$ cat src/rtl/core/msp_pkg.sv
// Shared constants and types for the matrix saddle point detector.
// Used by every file of the block; depends on nothing.
package msp_pkg;

    localparam int MAX_SIZE   = 64;
    localparam int DATA_WIDTH = 32;
    localparam int CFG_W      = 7;
    localparam int IDX_W      = $clog2(MAX_SIZE);
    localparam int SIZE_W     = $clog2(MAX_SIZE + 1);
    localparam int MAT_AW     = 2 * IDX_W;

    typedef logic signed [DATA_WIDTH-1:0] data_t;
    typedef logic [IDX_W-1:0]             idx_t;
    typedef logic [SIZE_W-1:0]            size_t;

    // Sequencer to storage controls
    typedef struct packed {
        logic ld_en;     // capture incoming element
        logic rd_en;     // read all three stores at row/col
        logic scan_sel;  // compare operand is the stored element
        logic wr_mat;
        logic wr_row;
        logic wr_col;
        idx_t row;
        idx_t col;
    } store_ctrl_t;

    // Compare unit results back to the sequencer
    typedef struct packed {
        logic row_eq;
        logic row_gt;
        logic col_eq;
        logic col_lt;
    } cmp_res_t;

endpackage

$ cat src/rtl/core/msp_cmp_unit.sv
// Shared signed compare unit: one operand against the row maximum and column minimum.
// Depends on msp_pkg.
module msp_cmp_unit
(
    input  msp_pkg::data_t   operand,
    input  msp_pkg::data_t   row_ref,
    input  msp_pkg::data_t   col_ref,
    output msp_pkg::cmp_res_t res
);

    always_comb
    begin
        res.row_eq = (operand == row_ref);
        res.row_gt = (operand >  row_ref);
        res.col_eq = (operand == col_ref);
        res.col_lt = (operand <  col_ref);
    end

endmodule

$ cat config.mk
export PLATFORM = sky130hd
export DESIGN_NAME = msp_cmp_unit
export DESIGN_NICKNAME = d
export VERILOG_FILES = /design/src/rtl/core/msp_pkg.sv /design/src/rtl/core/msp_cmp_unit.sv
export SDC_FILE = /design/constraint.sdc
export NUM_CORES = 1
export LEC_CHECK = 0
export ABC_AREA = 1
export BUFFER_PORTS_ARGS = -buffer_cell sky130_fd_sc_hd__buf_2
export CORE_AREA = 8 8 80 82
export DETAILED_ROUTE_END_ITERATION = 10
export DIE_AREA = 0 0 88 90
export SETUP_SLACK_MARGIN = 0.15
export SLEW_MARGIN = 20
export SYNTH_ARGS = -nofsm -noshare
export SYNTH_HDL_FRONTEND = slang
export SYNTH_SLANG_ARGS = --single-unit
$ cat constraint.sdc
create_clock -name vclk -period 4.6
set_input_delay 0.92 -clock vclk [all_inputs]
set_output_delay 0.92 -clock vclk [all_outputs]
set_load 0.02 [all_outputs]
==> results.toml <==
[run_status]
status = "complete, no violations"

[timing]
final.setup.tns_ns = 0
hold_slack_ns = 2.42
setup_viol = 0
worst_pin_slew_ns = 0.290
min_period_over_period_pct = 71.7
hold_viol = 0
max_slew_margin_pct = 80.5
max_freq_mhz = 303
rsz0062_at_grt = "no"
slew_viol_final = 0
period_minus_slack_ns = 3.30

[setup_path]
crit_required_ns = 3.68
worstSetupEndpointType = "primary output"
cp_cell_sequence = "buf_2 > ha_1 > nand2_1 > nor2_1 > nand2_1 > nor4_2 > nand2_1 > nand2_1 > nand2_1 > nand2_1 > buf_2"
start_kind = "input pin"
crit_top_cell = "nand2_1"
critPathMaxFanout = 4
cp_data_arrival_time_ns = 2.38
crit_slowest_cell = "ha_1"
crit_path_max_incr_delay_ns = 0.33
path_class = "in2out"

[layout]
area_growth_pct = 34.2
seqCellArea_um2 = 0
nNetsFinal = 539
antennaDiodeCount = 0
instances_no_fill = 449
nClkBuffers = 0
seq_cells = 0
fillers = 579
drive_gt1_share_pct = 28.1

[global_routing]
grt_max_degree = 5
grt_pass1_wl_um = 7620
grt_overflow_total = 0
grt_pass1_vias = 1910
grtUsageTotal_pct = 11.0
antenna_found_initial = 0

[route]
via_per_inst = 4.25
wl_per_cell_um = 9.99
drt_iter0_drc = 13
dr_total_vias = 1910
drt_wl_total_um = 4490
firstDrtPassIters = 4
drtAntennaViolNets = 0
remaining_drc_errors = 0

[logic_synthesis]
syn_inst = 277
netlist_area_um2 = 1730
yosys_warnings = 0
syn-num-nets = 437
yosysSeqAreaShare_pct = 0
synth.distinct_cells = 19
synth_area_per_cell_um2 = 6.23

[cts]
post-cts-setup-buffer-count = 0
holdBufCountCts = 0
cts-resized-gates = 0

[placement]
dp.cells = 449
port_buffers = 100
place.gp.congestion = 0.739
dp.final_hpwl_um = 4400

[power_and_ir_drop]
pwr_density_cell_nw_per_um2 = 79.0
vdd_ir_drop_max_mv = 0.0369
power.leakage_nw = 1.55

[floorplan]
ioPinCount = 100
rows = 27
die_width_um = 88
die_y_um = 90
die_area_um2 = 7920
core_um2 = 5240
start_util_pct = 33.0

[min_path]
worstHoldStart = "operand[31]"
whs_endpoint = "res[0]"
hold_path.class = "in2out"
hold-path-cell-count = 6

[job]
max_cap_violations = 0
==> cell usage in the layout, fill, tap and decap left out, drive strengths merged, types with 2 or more instances in the layout <==
master	netlist	final
nand3	6	6
nor2	17	17
nor4	3	3
a21o	2	2
nand4	4	4
nand2	63	63
a21oi	29	29
buf	0	100
ha	64	64
o21ai	6	6
inv	75	75
nor3	3	3
o21a	2	2
==> how the worst max path moves through the flow <==
stage | startpoint | end
2_1_floorplan | row_ref[31] | res[2]
3_3_place_gp | operand[31] | res[0]
3_5_place_dp | operand[31] | res[0]
4_1_cts | operand[31] | res[0]
5_1_grt | col_ref[31] | res[0]
6_report | operand[31] | res[0]
==> Yosys cell counts <==
cell | number | area, um2
nand3_1 | 6 | 30.0
a21o_1 | 2 | 15.0
nand2_2 | 1 | 6.26
nor4_1 | 1 | 6.26
nand4_1 | 4 | 25.0
nor3_2 | 2 | 20.0
nor4_2 | 2 | 25.0
a21oi_1 | 28 | 140
ha_1 | 64 | 801
inv_1 | 75 | 282
and3_1 | 1 | 6.26
a31oi_1 | 1 | 6.26
o21ai_0 | 6 | 30.0
nor3_1 | 1 | 5.00
a21oi_2 | 1 | 8.76
nor2_1 | 17 | 63.8
o211ai_1 | 1 | 7.51
o21a_1 | 2 | 15.0
nand2_1 | 62 | 233
==> report_power, final <==
part / total [mW] / internal (mW) / switching, mW
clock: 0 / 0 / 0
sequential: 0 / 0 / 0
combinational: 0.183 / 0.0880 / 0.0949
==> metrics by stage <==
step                power (mW)  util (%)  worst slack, ns  area [um2]
floorplan                0.114         -             1.42        1730
global placement         0.184      44.2             1.24        2320
CTS                      0.188      44.2             1.21        2320
global route             0.217      44.2             1.08        2320
finish                   0.183      44.2             1.30        2320
detailed placement       0.186      44.2             1.21        2320
==> critical path, delay by kind of cell <==
kind          cells  cell delay, ns
buf+inv           2            0.27
simple gates      8            0.85
fa+ha+maj         1            0.33
==> cell families after synthesis <==
family / share of synthesized area [%]
buffers and inverters: 16.3
adders and majority gates: 46.4
and+or+nand+nor: 24.4
AOI/OAI and AO/OA: 12.9
==> metal layers <==
| layer | vias to the layer above | track usage, % | share of wire (%) |
|---|---|---|---|
| met5 | - | 0 | 0 |
| met4 | 0 | 0 | 0 |
| met3 | 0 | 1.55 | 6.9 |
| met2 | 48 | 21.1 | 51 |
| met1 | 772 | 12.9 | 42 |
| li1 | 1090 | - | - |
==> cell type report <==
| type | instances | area (um2) | area share, % |
|---|---|---|---|
| multi-input combinational | 202 | 1440 | 62.3 |
| timing repair buffer | 100 | 500 | 21.6 |
| inverter | 75 | 282 | 12.2 |
| tap | 72 | 90.1 | 3.89 |
(Power assumes the default switching activity.)
