## config.mk

```make
export PLATFORM = sky130hd
export DESIGN_NAME = msp_seq
export DESIGN_NICKNAME = d
export VERILOG_FILES = /design/src/rtl/core/msp_pkg.sv /design/src/rtl/core/msp_seq.sv
export SDC_FILE = /design/constraint.sdc
export NUM_CORES = 1
export LEC_CHECK = 0
export BUFFER_PORTS_ARGS = -buffer_cell sky130_fd_sc_hd__clkbuf_2
export CAP_MARGIN = 20
export CORE_AREA = 2 2 59 61
export DETAILED_ROUTE_END_ITERATION = 10
export DIE_AREA = 0 0 61 63
export GPL_TIMING_DRIVEN = 0
export MAX_ROUTING_LAYER = met4
export SLEW_MARGIN = 15
export SYNTH_ARGS = -nofsm -noshare
export SYNTH_HDL_FRONTEND = slang
export SYNTH_SLANG_ARGS = --single-unit
```

## constraint.sdc

```tcl
create_clock -name clk -period 3 [get_ports clk]
set_input_delay 0.15 -clock clk [delete_from_list [all_inputs] [get_ports clk]]
set_output_delay 0.15 -clock clk [all_outputs]
set_load 0.02 [all_outputs]
```

## src/rtl/core/msp_pkg.sv

```systemverilog
// Shared constants and types for the matrix saddle point detector.
// Used by every file of the block; depends on nothing.
package msp_pkg;

    localparam int MAX_SIZE   = 64;
    localparam int DATA_WIDTH = 32;
    localparam int CFG_W      = 7;
    localparam int IDX_W      = $clog2(MAX_SIZE);
    localparam int SIZE_W     = $clog2(MAX_SIZE + 1);
    localparam int MAT_AW     = 2 * IDX_W;

    typedef logic signed [DATA_WIDTH-1:0] data_t;
    typedef logic [IDX_W-1:0]             idx_t;
    typedef logic [SIZE_W-1:0]            size_t;

    // Sequencer to storage controls
    typedef struct packed {
        logic ld_en;     // capture incoming element
        logic rd_en;     // read all three stores at row/col
        logic scan_sel;  // compare operand is the stored element
        logic wr_mat;
        logic wr_row;
        logic wr_col;
        idx_t row;
        idx_t col;
    } store_ctrl_t;

    // Compare unit results back to the sequencer
    typedef struct packed {
        logic row_eq;
        logic row_gt;
        logic col_eq;
        logic col_lt;
    } cmp_res_t;

endpackage

```

## src/rtl/core/msp_seq.sv

```systemverilog
// Sequencer: load phase (transfer then update per element), scan phase, result hand-off.
// Depends on msp_pkg.
module msp_seq
(
    input  logic                  clk,
    input  logic                  rst_n,
    input  msp_pkg::size_t        n_eff,
    input  logic                  cfg_wr,
    input  logic                  in_valid,
    output logic                  in_ready,
    output logic                  out_valid,
    input  logic                  out_ready,
    output logic                  out_found,
    input  msp_pkg::cmp_res_t     cmp,
    output msp_pkg::store_ctrl_t  ctrl
);

    localparam logic [2:0] ST_LOAD  = 3'd0;
    localparam logic [2:0] ST_UPD   = 3'd1;
    localparam logic [2:0] ST_SCAN  = 3'd2;
    localparam logic [2:0] ST_DRAIN = 3'd3;
    localparam logic [2:0] ST_OUT   = 3'd4;

    logic [2:0]    state_reg, state_next;
    msp_pkg::idx_t row_reg, row_next;
    msp_pkg::idx_t col_reg, col_next;
    logic          pvld_reg, pvld_next;
    logic          found_reg, found_next;
    logic          row_last, col_last;

    assign col_last = (msp_pkg::SIZE_W'(col_reg) == n_eff - msp_pkg::SIZE_W'(1));
    assign row_last = (msp_pkg::SIZE_W'(row_reg) == n_eff - msp_pkg::SIZE_W'(1));

    always_comb
    begin
        state_next    = state_reg;
        row_next      = row_reg;
        col_next      = col_reg;
        pvld_next     = 1'b0;
        found_next    = found_reg;
        ctrl          = '0;
        ctrl.row      = row_reg;
        ctrl.col      = col_reg;
        in_ready      = 1'b0;
        out_valid     = 1'b0;

        // compare the stored element read in the previous scan cycle
        if (pvld_reg && cmp.row_eq && cmp.col_eq)
        begin
            found_next = 1'b1;
        end

        unique case (state_reg)
            ST_LOAD:
            begin
                in_ready = 1'b1;
                if (in_valid)
                begin
                    ctrl.ld_en = 1'b1;
                    ctrl.rd_en = 1'b1;
                    state_next = ST_UPD;
                end
            end
            ST_UPD:
            begin
                ctrl.wr_mat = 1'b1;
                ctrl.wr_row = (col_reg == '0) || cmp.row_gt;
                ctrl.wr_col = (row_reg == '0) || cmp.col_lt;
                state_next  = ST_LOAD;
                if (col_last)
                begin
                    col_next = '0;
                    if (row_last)
                    begin
                        row_next   = '0;
                        found_next = 1'b0;
                        state_next = ST_SCAN;
                    end
                    else
                    begin
                        row_next = row_reg + msp_pkg::IDX_W'(1);
                    end
                end
                else
                begin
                    col_next = col_reg + msp_pkg::IDX_W'(1);
                end
            end
            ST_SCAN:
            begin
                ctrl.rd_en    = 1'b1;
                ctrl.scan_sel = 1'b1;
                pvld_next     = 1'b1;
                if (col_last)
                begin
                    col_next = '0;
                    if (row_last)
                    begin
                        row_next   = '0;
                        state_next = ST_DRAIN;
                    end
                    else
                    begin
                        row_next = row_reg + msp_pkg::IDX_W'(1);
                    end
                end
                else
                begin
                    col_next = col_reg + msp_pkg::IDX_W'(1);
                end
            end
            ST_DRAIN:
            begin
                ctrl.scan_sel = 1'b1;
                state_next    = ST_OUT;
            end
            ST_OUT:
            begin
                out_valid = 1'b1;
                if (out_ready)
                begin
                    state_next = ST_LOAD;
                end
            end
            default:
            begin
                state_next = ST_LOAD;
            end
        endcase

        // a size write restarts the matrix
        if (cfg_wr)
        begin
            row_next = '0;
            col_next = '0;
        end
    end

    assign out_found = found_reg;

    always_ff @(posedge clk or negedge rst_n)
    begin
        if (!rst_n)
        begin
            state_reg <= ST_LOAD;
            row_reg   <= '0;
            col_reg   <= '0;
            pvld_reg  <= 1'b0;
            found_reg <= 1'b0;
        end
        else
        begin
            state_reg <= state_next;
            row_reg   <= row_next;
            col_reg   <= col_next;
            pvld_reg  <= pvld_next;
            found_reg <= found_next;
        end
    end

endmodule

```

==> results_dict.tcl <==
set metrics [dict create \
    outcome "complete, no violations" \
    grt_max_degree 18 \
    grt_use_met2 0.269 \
    cts_setup_buffers 0 \
    ios 37 \
    grt_pass1_wl_um 4860 \
    cts.sinks 17 \
    cts_tree "yes" \
    yosysUniqueCellTypes 43 \
    nets 197 \
    ir_drop_mv 0.160 \
    dp_hpwl_um 2270 \
    globalRouteOverflowTotal 0 \
    p_sw_frac 0.337 \
    clkTransAtPathRegs_ns 0.10 \
    critPathKind "input pin to register" \
    core_area_um2 3230 \
    synth_warnings 0 \
    htreeDepth 1 \
    start_util 0.386 \
    crit_path_end_kind "register" \
    period_needed_ns 2.38 \
    ctsResizeCount 0 \
    routed_wl_um 2850 \
    pwr-share-clk 0.230 \
    die_area_um2 3840 \
    grt_pass1_vias 1057 \
    grt-busiest-layer "met2" \
    tns_ns 0 \
    drive_above_1_share 0.251 \
    start_kind "input pin" \
    area_delta_synth_final_pct 22.0 \
    synth-main-ff-cell "dfrtp_1" \
    synth_seq_cells 17 \
    synthCells 134 \
    synth_area_um2 1250 \
    grtUsageTotal 0.170 \
    rows 21 \
    die_x_um 61 \
    antenna_found_initial 0 \
    postCtsHoldBufs 1 \
    drv_slew 0 \
    async_flop_share 1.00 \
    leakage_nw 0.721 \
    cp_data_arrival_time_ns 2.59 \
    cts_made_buffers 3 \
    hold_viol 0 \
    drtIter0Drc 67 \
    min_path_type "input pin to register" \
    vias 1140 \
    finalClockSkew_ns 0.000816 \
    syn_avg_cell_area_um2 9.30 \
    maxCapViolations 0 \
    tightestPinTransition_ns 0.822 \
    globalplace.congestion 0.839 \
    routedWlPerCell_um 12.9 \
    die_h_um 63 \
    synth.yosys.seq_area_share 0.341 \
    rsz0062_at_grt "no" \
    synth_nets 155 \
    use_met1 0.221 \
    setup_viol 0 \
    p_int_mw 0.354 \
    p_per_area_nw_per_um2 352 \
    clk-insertion-delay-late_ns 0.28 \
    drc_errors 0 \
    clockBufferDepth 2 \
    worstPathMaxFanout 6 \
    cts_root_buf "clkbuf_4" \
    io_buffers 36 \
    fmax_mhz 420 \
    drtAntennaViolNets 0 \
    switchingPower_mw 0.180 \
    firstDrtPassIters 4 \
    vias_per_cell 5.16 \
    fin_crit_sh 0.793 \
    groute.layer.met3.usage 0.0290 \
    required_ns 3.21 \
    p_seq_frac 0.475 \
    antenna_cells 0 \
    max_slew_margin 0.451 \
    post-route-util 0.470 \
    comb_power_share 0.295 \
    synth-edff-count 0 \
]
==> cells in the final DEF, fill, tap and decap left out, types with 2 or more instances in the layout <==
cell | Yosys | routed
and3_1 | 3 | 3
o2bb2ai_1 | 2 | 2
inv_1 | 9 | 9
nor2_1 | 9 | 9
nor2b_1 | 4 | 4
clkbuf_2 | 0 | 36
clkbuf_4 | 0 | 3
ha_1 | 5 | 5
dfrtp_1 | 17 | 17
xor2_1 | 8 | 8
mux2i_1 | 2 | 2
o21a_1 | 2 | 2
xnor2_1 | 9 | 9
nand3_1 | 5 | 5
nand3b_1 | 2 | 2
o21ai_0 | 7 | 7
nand2b_1 | 7 | 7
nor4_1 | 3 | 3
nor3b_1 | 2 | 2
nor3_1 | 5 | 5
or3_1 | 2 | 2
a21oi_1 | 2 | 2
nand2_1 | 4 | 4
a311oi_1 | 2 | 2
clkbuf_1 | 3 | 4
==> kinds of logic after synthesis <==
| group | synth area share |
|---|---|
| adders and majority gates | 0.0502 |
| DFF | 0.341 |
| xor gates and xnor gates | 0.138 |
| AOI/OAI and AO/OA | 0.178 |
| and+or+nand+nor | 0.241 |
| buffers and inverters | 0.0361 |
| muxes | 0.0161 |
==> final cells by class <==
cell class              count  area (um2)
multi-input cells         105         776
well taps                  46        57.6
repair buffers             37         190
fillers                   346        1710
clock buffers               4        26.3
inverters                   9        33.8
plain buffers               3        11.3
flip-flops and latches     17         425
==> worst max-delay path: stages <==
cell and delay [ns]:
clkbuf_2 0.14, inv_1 0.07, ha_1 0.25, or3b_1 0.42, o31a_1 0.29, a311oi_1 0.28, nand3b_1 0.18, nor3_1 0.51
mux2i_1 0.16, nor3_1 0.15
==> per-layer routing <==
layer | share of wire | vias to the layer above
li1 | - | 568
met1 | 0.42 | 541
met2 | 0.51 | 29
met3 | 0.057 | 2
met4 | 0.0053 | 0
met5 | 0 | -
==> per-stage QoR <==
step | setup slack (ns) | cells | area, um2 | total power, mW | hold slack (ns)
after floorplan | 0.681 | 134 | 1250 | 0.361 | -0.146
final | 0.620 | 221 | 1520 | 0.534 | 0.0718
after detailed placement | 0.265 | 216 | 1480 | 0.417 | 0.116
after global routing | 0.326 | 221 | 1520 | 0.572 | 0.0801
after CTS | 0.583 | 221 | 1520 | 0.539 | 0.0681
after global placement | 0.325 | 216 | 1480 | 0.412 | 0.110
==> power groups by stage <==
stage | sequential [mW] | clock, mW | combinational (mW)
6_report | 0.254 | 0.123 | 0.157
5_1_grt | 0.256 | 0.139 | 0.177
4_1_cts | 0.254 | 0.125 | 0.159
3_5_place_dp | 0.259 | 0 | 0.158
3_3_place_gp | 0.258 | 0 | 0.154
2_1_floorplan | 0.267 | 0 | 0.0948
==> final timing paths <==
check,cells past startpoint,slack (ns),startpoint,to
setup / recovery,10,0.62,n_eff[0],state_reg[0]
hold / removal,2,0.07,cfg_wr,row_reg[3]
setup reg to reg,8,0.70,col_reg[2],row_reg[3]
hold reg to reg,2,0.54,out_found,out_found
max in group asynchronous,2,2.37,rst_n,row_reg[4]
min in group asynchronous,2,0.33,rst_n,state_reg[2]
==> cells in the mapped netlist (all sizes together) (3+ instances only) <==
library cell / number / share of area
o21a: 3 / 0.024
nand3: 6 / 0.028
nor4: 4 / 0.025
nor2: 9 / 0.027
dfrtp: 17 / 0.34
inv: 9 / 0.027
nand2: 4 / 0.012
clkbuf: 3 / 0.0090
nand2b: 7 / 0.035
o21ai: 8 / 0.032
ha: 5 / 0.050
nor2b: 4 / 0.020
nor3: 5 / 0.020
xnor2: 9 / 0.063
and3: 3 / 0.015
xor2: 8 / 0.056
(Power assumes the default switching activity.)
